[src/hw/rtl/bca_pkg.sv]
// ----------------------------------------------------------------------------
// bca_pkg: shared types and constants of the chunk allocator
// Field widths, command, status and register codes, sequencer states and the
// result bundle of the shared divider.
// ----------------------------------------------------------------------------
package bca_pkg;

   localparam int DATA_W      = 32;  // addresses and divider dividend
   localparam int CS_W        = 17;  // chunk_size register
   localparam int TS_W        = 25;  // total_size register
   localparam int IDX_OUT_W   = 8;   // chunk_index field
   localparam int CSR_IDX_W   = 2;
   localparam int ROW_BITS    = 8;   // free-map bits per memory row
   localparam int ROW_SHIFT   = 3;
   localparam int DIV_STEPS   = 32;  // one quotient bit per cycle
   localparam int DIV_CNT_W   = 6;

   typedef enum logic {
      CMD_ALLOC = 1'b0,
      CMD_FREE  = 1'b1
   } cmd_type;

   typedef enum logic [1:0] {
      STATUS_OK     = 2'd0,
      STATUS_NOMEM  = 2'd1,
      STATUS_BADPTR = 2'd2
   } status_type;

   typedef enum logic [CSR_IDX_W-1:0] {
      CSR_BASE  = 2'd0,
      CSR_CHUNK = 2'd1,
      CSR_TOTAL = 2'd2
   } csr_index_type;

   typedef enum logic [3:0] {
      ST_CLEAR,
      ST_IDLE,
      ST_COUNT,
      ST_SCAN,
      ST_ALLOC_MUL,
      ST_ALLOC_ADD,
      ST_FREE_DIV,
      ST_FREE_WR,
      ST_DONE
   } fsm_state_type;

   typedef struct packed {
      logic              busy;
      logic              done;
      logic [DATA_W-1:0] quotient;
      logic [CS_W-1:0]   remainder;
   } div_out_type;

endpackage

[src/hw/rtl/bca_div.sv]
// ----------------------------------------------------------------------------
// bca_div: radix-2 restoring divider
// Divides a 32-bit dividend by a 17-bit divisor, one quotient bit a cycle.
// ----------------------------------------------------------------------------
module bca_div import bca_pkg::*; (
   input  logic              clock,
   input  logic              reset,
   input  logic              start,
   input  logic [DATA_W-1:0] dividend,
   input  logic [CS_W-1:0]   divisor,
   output div_out_type       result
);

   logic [CS_W-1:0]      rem_ff, rem_in;
   logic [DATA_W-1:0]    quo_ff, quo_in;
   logic [CS_W-1:0]      dsr_ff, dsr_in;
   logic [DIV_CNT_W-1:0] cnt_ff, cnt_in;
   logic                 busy_ff, busy_in;
   logic                 done_ff, done_in;

   logic [CS_W:0] trial;
   logic [CS_W:0] diff;
   logic          fits;

   always_comb begin
      trial = {rem_ff, quo_ff[DATA_W-1]};
      diff  = trial - {1'b0, dsr_ff};
      fits  = (trial >= {1'b0, dsr_ff});

      rem_in  = rem_ff;
      quo_in  = quo_ff;
      dsr_in  = dsr_ff;
      cnt_in  = cnt_ff;
      busy_in = busy_ff;
      done_in = 1'b0;

      if (start) begin
         rem_in  = '0;
         quo_in  = dividend;
         dsr_in  = divisor;
         cnt_in  = DIV_CNT_W'(DIV_STEPS);
         busy_in = 1'b1;
      end else if (busy_ff) begin
         // keep the partial remainder, shift in the next quotient bit
         rem_in = fits ? diff[CS_W-1:0] : trial[CS_W-1:0];
         quo_in = {quo_ff[DATA_W-2:0], fits};
         cnt_in = cnt_ff - DIV_CNT_W'(1);
         if (cnt_ff == DIV_CNT_W'(1)) begin
            busy_in = 1'b0;
            done_in = 1'b1;
         end
      end
   end

   always_ff @(posedge clock) begin
      if (reset) begin
         busy_ff <= 1'b0;
         done_ff <= 1'b0;
         cnt_ff  <= '0;
      end else begin
         busy_ff <= busy_in;
         done_ff <= done_in;
         cnt_ff  <= cnt_in;
      end
      rem_ff <= rem_in;
      quo_ff <= quo_in;
      dsr_ff <= dsr_in;
   end

   assign result.busy      = busy_ff;
   assign result.done      = done_ff;
   assign result.quotient  = quo_ff;
   assign result.remainder = rem_ff;

endmodule
[config.mk]
export PLATFORM = sky130hd
export DESIGN_NAME = bca_div
export DESIGN_NICKNAME = d
export VERILOG_FILES = /design/src/hw/rtl/bca_pkg.sv /design/src/hw/rtl/bca_div.sv
export SDC_FILE = /design/constraint.sdc
export NUM_CORES = 1
export LEC_CHECK = 0
export BUFFER_PORTS_ARGS = -buffer_cell sky130_fd_sc_hd__buf_4
export CAP_MARGIN = 5
export CORE_MARGIN = 2
export CORE_UTILIZATION = 57
export DETAILED_ROUTE_END_ITERATION = 16
export PLACE_DENSITY = 0.9
export SYNTH_ARGS = -nofsm -noshare
export SYNTH_HDL_FRONTEND = slang
export SYNTH_SLANG_ARGS = --single-unit
[constraint.sdc]
create_clock -name clock -period 4.2 [get_ports clock]
set_input_delay 0.21 -clock clock [delete_from_list [all_inputs] [get_ports clock]]
set_output_delay 0.21 -clock clock [all_outputs]
set_load 0.03 [all_outputs]
==> results of run 1 <==
flip-flops by register name, summed over array words and instances, names as in the netlist:
name	cells
cnt_ff	6
dsr_ff	17
done_ff	1
quo_ff	32
busy_ff	1
rem_ff	17
kinds of logic (layout without fill, tap and decap cells):
kind of cell,Yosys count,count (layout)
flip-flops,74,74
adder cells (fa/ha/maj),20,20
AND/OR/NAND/NOR,89,89
AO/OA/AOI/OAI,71,71
XOR/XNOR,15,15
multiplexers,34,34
buffers and inverters,38,144
cells in the final DEF (no fill, tap or decap), types with 2 or more instances in the layout:
cell / n
sky130_fd_sc_hd__nand2b_1: 5
sky130_fd_sc_hd__buf_4: 105
sky130_fd_sc_hd__o211ai_1: 2
sky130_fd_sc_hd__xor2_1: 6
sky130_fd_sc_hd__xnor2_1: 9
sky130_fd_sc_hd__inv_1: 23
sky130_fd_sc_hd__ha_1: 19
sky130_fd_sc_hd__nor3_1: 4
sky130_fd_sc_hd__nor2_1: 29
sky130_fd_sc_hd__a21o_1: 4
sky130_fd_sc_hd__nand3_1: 11
sky130_fd_sc_hd__clkbuf_8: 9
sky130_fd_sc_hd__o21a_1: 5
sky130_fd_sc_hd__a311oi_2: 7
sky130_fd_sc_hd__dfxtp_1: 25
sky130_fd_sc_hd__o31ai_1: 4
sky130_fd_sc_hd__nand2_1: 28
sky130_fd_sc_hd__and3_1: 2
sky130_fd_sc_hd__a32oi_1: 6
sky130_fd_sc_hd__clkinv_4: 2
sky130_fd_sc_hd__a31oi_1: 3
sky130_fd_sc_hd__nand4_1: 3
sky130_fd_sc_hd__a21oi_1: 18
sky130_fd_sc_hd__mux2_2: 32
sky130_fd_sc_hd__edfxtp_1: 49
sky130_fd_sc_hd__mux2i_1: 2
sky130_fd_sc_hd__or2_2: 3
sky130_fd_sc_hd__clkinvlp_4: 2
sky130_fd_sc_hd__o21ai_0: 7
metal layers:
| layer | vias up | GRT usage | routed length (µm) |
|---|---|---|---|
| met5 | - | 0 | 0 |
| li1 | 1457 | - | - |
| met2 | 115 | 0.391 | 4530 |
| met3 | 21 | 0.0711 | 603 |
| met1 | 1425 | 0.310 | 3630 |
| met4 | 0 | 0.0966 | 188 |
final timing paths:
kind | to | slack, ps | cells past startpoint
hold reg to reg | cnt_ff[1] | 500 | 2
hold / removal | dsr_ff[7] | 40 | 1
setup reg to reg | rem_ff[9] | 1030 | 11
setup / recovery | rem_ff[9] | 1030 | 11
worst register-to-register path, cell delays in order (launching register included):
cell	delay (ps)
sky130_fd_sc_hd__edfxtp_1	430
sky130_fd_sc_hd__inv_1	80
sky130_fd_sc_hd__ha_1	150
sky130_fd_sc_hd__inv_1	50
sky130_fd_sc_hd__fa_1	400
sky130_fd_sc_hd__a21o_1	240
sky130_fd_sc_hd__a221oi_4	420
sky130_fd_sc_hd__a211oi_4	130
sky130_fd_sc_hd__a2111oi_4	570
sky130_fd_sc_hd__buf_4	300
sky130_fd_sc_hd__nand2_1	90
sky130_fd_sc_hd__a311oi_2	230
cell type report:
class	instances	area, µm²
Clock buffer	10	128
Timing Repair Buffer	105	788
Clock inverter	6	67.6
Tap cell	80	100
Fill cell	453	1800
Inverter	23	86.3
Sequential cell	74	1970
Multi-Input combinational cell	229	1770
report_power, final:
part	leakage (nW)	total [mW]	internal [mW]	switching (mW)
registers	0.693	0.880	0.845	0.0354
logic	1.28	0.431	0.183	0.249
clock network	0.0925	0.548	0.275	0.273
==> run summary, run 1 <==
## Setup path
- capturing element type of the critical path: register
- Crit path largest cell delay: 570 ps
- Worst Setup SP: quo_ff[31]
- Data required, critical path: 4460 ps
- critical path's most frequent cell: sky130_fd_sc_hd__inv_1
- Setup CP Type: register to register
- Worst Setup Start Kind: register
- count of buffering cells on the critical path with inverters included: 3
- Arrival @ worst endpoint: 3430 ps
- Reg2Reg Launch Point: quo_ff[31]
- worst path cell trace: inv_1 -> ha_1 -> inv_1 -> fa_1 -> a21o_1 -> a221oi_4 -> a211oi_4 -> a2111oi_4 -> buf_4 -> nand2_1 -> a311oi_2
- maximum fanout count along the critical path: 14
- cell with the largest stage delay on the worst path: sky130_fd_sc_hd__a2111oi_4
- Top delay family on crit path: compound AO/OA/AOI/OAI gates

## Clock network
- CTS Buffer Depth: 2
- number of instances resized during post-cts repair: 0
- number of clock sinks: 74
- Inserted Clock Buffers: 9
- master cell of the clock root buffer: sky130_fd_sc_hd__clkbuf_8
- CTS tree: yes
- quantity of hold-fixing buffers added after cts: 0
- clock latency of the later-clocked register in the worst-skew pair: 340 ps
- CTS H-tree depth: 3
- Post-CTS Setup Bufs: 0
- CTS clock-pin slew for the worst setup and hold paths: 80 ps

## Detailed routing
- DRT Pass-1 Iters: 4
- routed len/inst: 17.0 µm
- DRC violations left: 0
- detailed-route vias per instance: 5.73
- remaining number of nets flagged by the antenna check after routing: 0
- routed via count: 3018
- final routed wirelength across all metal layers: 8950 µm
- Iteration-0 DRC Markers: 227

## Die
- number of I/O pins: 103
- die extent in y: 86.9 µm
- starting utilization of the core area: 0.583
- floorplan core area: 6720 µm²
- floorplan die width: 86.9 µm
- standard-cell rows: 30
- die outline area: 7550 µm²

## Synth
- library cell with the largest summed area after synthesis: sky130_fd_sc_hd__edfxtp_1
- largest cells by area after synthesis: sky130_fd_sc_hd__edfxtp_1 (38%), sky130_fd_sc_hd__dfxtp_1 (13%), sky130_fd_sc_hd__mux2_2 (9.2%), sky130_fd_sc_hd__ha_1 (6.1%), sky130_fd_sc_hd__nor2_1 (2.8%)
- dominant synthesized flop cell: sky130_fd_sc_hd__edfxtp_1
- Syn Inst Count: 341
- number of storage elements in the synthesis netlist: 74
- Async SR Flop Fraction: 0
- yosys warns: 0
- share of synthesized area occupied by flip-flops and latches: 0.504
- top-area cell type share of the netlist area: 0.376
- share of synthesized cell area in full adder, half adder and majority cells: 0.0658
- compound-gate portion of the synthesized area: 0.153
- library cells used by synthesis: 49
- dominant combinational cell family by area after synthesis: compound AO/OA/AOI/OAI gates
- commonest cells in the synthesized netlist: sky130_fd_sc_hd__edfxtp_1 (49), sky130_fd_sc_hd__mux2_2 (32), sky130_fd_sc_hd__nor2_1 (29), sky130_fd_sc_hd__nand2_1 (28), sky130_fd_sc_hd__dfxtp_1 (25)
- syn_nets: 413
- Synth Cell Area: 3920 µm²
- Post-synth EDFFs: 49
- Synth Area in XOR/XNOR: 0.0335
- mux cell area share after synthesis: 0.0971
- most frequent cell after synthesis: sky130_fd_sc_hd__edfxtp_1
- basic-gate share of the synthesized area counting and, or, nand and nor cells: 0.104
- Synth Area per Inst: 11.5 µm²

## Worst hold path
- worst min-delay path startpoint: divisor[7]
- worst min-delay path category: input pin to register

## Timing
- final worst hold slack: 35.4 ps
- Relative slew margins: 0.174
- RSZ-0062 raised after global routing: no
- final critical path time including I/O delays and setup: 3170 ps
- count of final setup violators: 0
- final clock skew: 9.71 ps
- period utilization: 0.755
- count of endpoints failing hold in the final timing report: 0
- maximum frequency from static timing analysis: 0.315 GHz
- Final TNS setup: 0 ps
- post-layout worst setup margin: 1030 ps
- count of final max-slew check failures: 0
- Worst Max-Slew Pin Slew: 1240 ps

## Place
- weighted congestion at the end of routability-driven global placement: 0.914
- worst slack at placement: 1050 ps
- post-place instance area: 4720 µm²
- number of port buffers: 102
- placed instance count: 511
- Final HPWL DP: 6360 µm

## Cells and area
- fraction of layout instances using a drive strength above 1: 0.376
- core occupancy in the finished layout: 0.732
- Layout area overhead: 25.5%
- final non-filler cell area: 4920 µm²
- diodes inserted: 0
- Non-Filler Instances: 527
- number of nets in the finished design: 514

## GRT
- number of global-route vias before repair: 2956
- wire length of the first global-routing pass: 14100 µm
- sum of overflow across all layers after global routing: 0
- largest net degree at the start of global routing: 42
- number of antenna violations at the first check in global routing: 0
- total track usage: 0.243

## Power
- total power: 1.86 mW
- pwr dens: 378 nW/µm²
- cell leakage power: 2.06 nW
- VDD IR-drop max: 0.247 mV

## Outcome
- status: finished clean

## Run
- number of maximum-capacitance violations: 0

Power figures use the tool's default switching activity.
==> run 2: changes to the inputs <==
--- a/config.mk
+++ b/config.mk
@@ -8,9 +8,9 @@
 export BUFFER_PORTS_ARGS = -buffer_cell sky130_fd_sc_hd__buf_4
 export CAP_MARGIN = 5
 export CORE_MARGIN = 2
-export CORE_UTILIZATION = 57
+export CORE_UTILIZATION = 48
 export DETAILED_ROUTE_END_ITERATION = 16
-export PLACE_DENSITY = 0.9
+export PLACE_DENSITY = 0.82
 export SYNTH_ARGS = -nofsm -noshare
 export SYNTH_HDL_FRONTEND = slang
 export SYNTH_SLANG_ARGS = --single-unit
==> constraint.sdc (replaced) <==
create_clock -name clock -period 2.69 [get_ports clock]
set_input_delay 0.1345 -clock clock [delete_from_list [all_inputs] [get_ports clock]]
set_output_delay 0.1345 -clock clock [all_outputs]
set_load 0.03 [all_outputs]
==> run 2 against run 1 <==
Hold slack better by 41 ps; flip-flop and latch count is the same; wire length up 10%; utilization decreased by 5.5 points; maximum frequency is 20% higher; sequential share of layout area is 2.8 points lower; die area is 18% higher; final area is 7.4% higher; largest cell class unchanged.
==> run summary, run 2 (synthesis results as in run 1) <==
## Detailed routing
- Iteration-0 DRC Markers: 301
- DRC violations left: 0
- detailed-route vias per instance: 5.60
- routed len/inst: 16.9 µm
- final routed wirelength across all metal layers: 9870 µm
- DRT Pass-1 Iters: 5
- remaining number of nets flagged by the antenna check after routing: 0
- routed via count: 3262

## Cells and area
- max FFs per register: 32
- diodes inserted: 0
- Layout area overhead: 34.9%
- fraction of layout instances using a drive strength above 1: 0.393
- Largest regs: quo_ff: 32 flops, dsr_ff: 17 flops, rem_ff: 17 flops
- fill count: 604
- core occupancy in the finished layout: 0.676
- area occupied by multi-input gates: 1800 µm²
- register containing the most flip-flops in the final layout: quo_ff
- area taken by flip-flops and latches: 1970 µm²
- number of nets in the finished design: 548
- most common library cell in the layout ignoring fill and taps: sky130_fd_sc_hd__buf_4
- commonest cells after routing, fill and taps aside: sky130_fd_sc_hd__buf_4 (118), sky130_fd_sc_hd__edfxtp_1 (49), sky130_fd_sc_hd__mux2_2 (32), sky130_fd_sc_hd__nor2_1 (29), sky130_fd_sc_hd__nand2_1 (27)

## Die
- die outline area: 8900 µm²
- die extent in y: 94.3 µm
- standard-cell rows: 32
- number of I/O pins: 103
- floorplan core area: 7810 µm²
- starting utilization of the core area: 0.502
- floorplan die width: 94.3 µm

## Clock network
- CTS H-tree depth: 3
- CTS clock-pin slew for the worst setup and hold paths: 90 ps
- number of clock sinks: 74
- clock latency of the later-clocked register in the worst-skew pair: 360 ps
- CTS Buffer Depth: 2
- CTS tree: yes
- master cell of the clock root buffer: sky130_fd_sc_hd__clkbuf_8
- Inserted Clock Buffers: 9

## Setup path
- capturing element type of the critical path: register
- Arrival @ worst endpoint: 2890 ps
- Setup CP Type: register to register
- maximum fanout count along the critical path: 3
- Worst Setup Start Kind: register
- Data required, critical path: 2940 ps

## GRT
- grt met1 use: 0.303
- number of antenna violations at the first check in global routing: 0
- met3 GRT Util: 0.0698
- total track usage: 0.222
- wire length of the first global-routing pass: 15300 µm
- number of global-route vias before repair: 3189
- global-route layer with the greatest usage: met2
- GRT met2 Usage: 0.350
- largest net degree at the start of global routing: 45
- sum of overflow across all layers after global routing: 0

## Place
- weighted congestion at the end of routability-driven global placement: 0.943
- number of port buffers: 102
- Final HPWL DP: 7190 µm
- worst slack at placement: 46.0 ps

## Timing
- final clock skew: 10.2 ps
- maximum frequency from static timing analysis: 0.379 GHz
- final critical path time including I/O delays and setup: 2640 ps
- Worst Max-Slew Pin Slew: 731 ps
- RSZ-0062 raised after global routing: yes
- count of final max-slew check failures: 0
- period utilization: 0.982
- Relative slew margins: 0.511
- count of endpoints failing hold in the final timing report: 0
- post-layout worst setup margin: 48.6 ps
- count of final setup violators: 0

## Run
- number of maximum-capacitance violations: 0

## Power
- pwr dens: 567 nW/µm²
- VDD IR-drop max: 0.399 mV
- cell leakage power: 2.25 nW

## Worst hold path
- worst min-delay path category: input pin to register

## Outcome
- status: finished clean

==> run 2: changes by cell type in the layout (fill, tap and decap cells not counted), moves of 2 or more <==
cell	before	now
sky130_fd_sc_hd__dlygate4sd3_1	0	18
sky130_fd_sc_hd__inv_6	0	2
sky130_fd_sc_hd__buf_6	0	3
sky130_fd_sc_hd__buf_4	105	118
==> run 2: critical path: stages (launching register included) <==
cell and delay, ps:
sky130_fd_sc_hd__edfxtp_1 400, sky130_fd_sc_hd__inv_1 80, sky130_fd_sc_hd__ha_2 180, sky130_fd_sc_hd__inv_2 40, sky130_fd_sc_hd__fa_2 340, sky130_fd_sc_hd__a21o_1 200
sky130_fd_sc_hd__a221oi_4 350, sky130_fd_sc_hd__a211oi_4 120, sky130_fd_sc_hd__a2111o_1 350, sky130_fd_sc_hd__buf_4 160, sky130_fd_sc_hd__buf_4 130, sky130_fd_sc_hd__a31o_2 190
==> run 2: per-stage QoR <==
step                cell area (µm²)  instances  setup TNS, ps  hold WS, ps  power (mW)
global route                   5280        583           -154         61.4        3.12
global placement               4840        545              0          313        2.07
floorplan                      3920        341           -405          207        1.83
detailed placement             4840        545              0          314        2.09
CTS                            5220        579              0         64.6        2.97
finish                         5280        583              0         76.3        2.99
==> run 2: final timing paths <==
kind	to	from	depth (start not counted)	slack, ps
setup / recovery	rem_ff[13]	quo_ff[31]	11	50
hold / removal	quo_ff[18]	dividend[18]	2	80
setup reg to reg	rem_ff[13]	quo_ff[31]	11	50
hold reg to reg	cnt_ff[0]	cnt_ff[0]	2	510
==> run 2: per-layer routing <==
layer | wire length (µm) | vias up
li1 | - | 1530
met1 | 4030 | 1550
met2 | 4750 | 171
met3 | 972 | 11
met4 | 112 | 0
met5 | 0 | -
==> run 2: area by class of cell <==
| type | instances | area share |
|---|---|---|
| multi-input combinational | 229 | 0.340 |
| clock inverter | 7 | 0.0145 |
| sequential | 74 | 0.373 |
| tap | 102 | 0.0242 |
| timing repair buffer | 139 | 0.208 |
| inverter | 23 | 0.0163 |
| clock buffer | 9 | 0.0235 |
==> run 2: report_power, final <==
group	internal, mW	leakage (nW)	switching [mW]	total, mW
Combinational	0.325	1.46	0.411	0.736
Clock	0.435	0.0979	0.445	0.880
Sequential	1.32	0.693	0.0590	1.38
==> run 2: repair_timing <==
action	CTS	global route
hold buffers	18	0
endpoints found under the setup margin	0	11
setup buffers	0	4
endpoints found under the hold margin	19	0
gates resized for setup	0	8
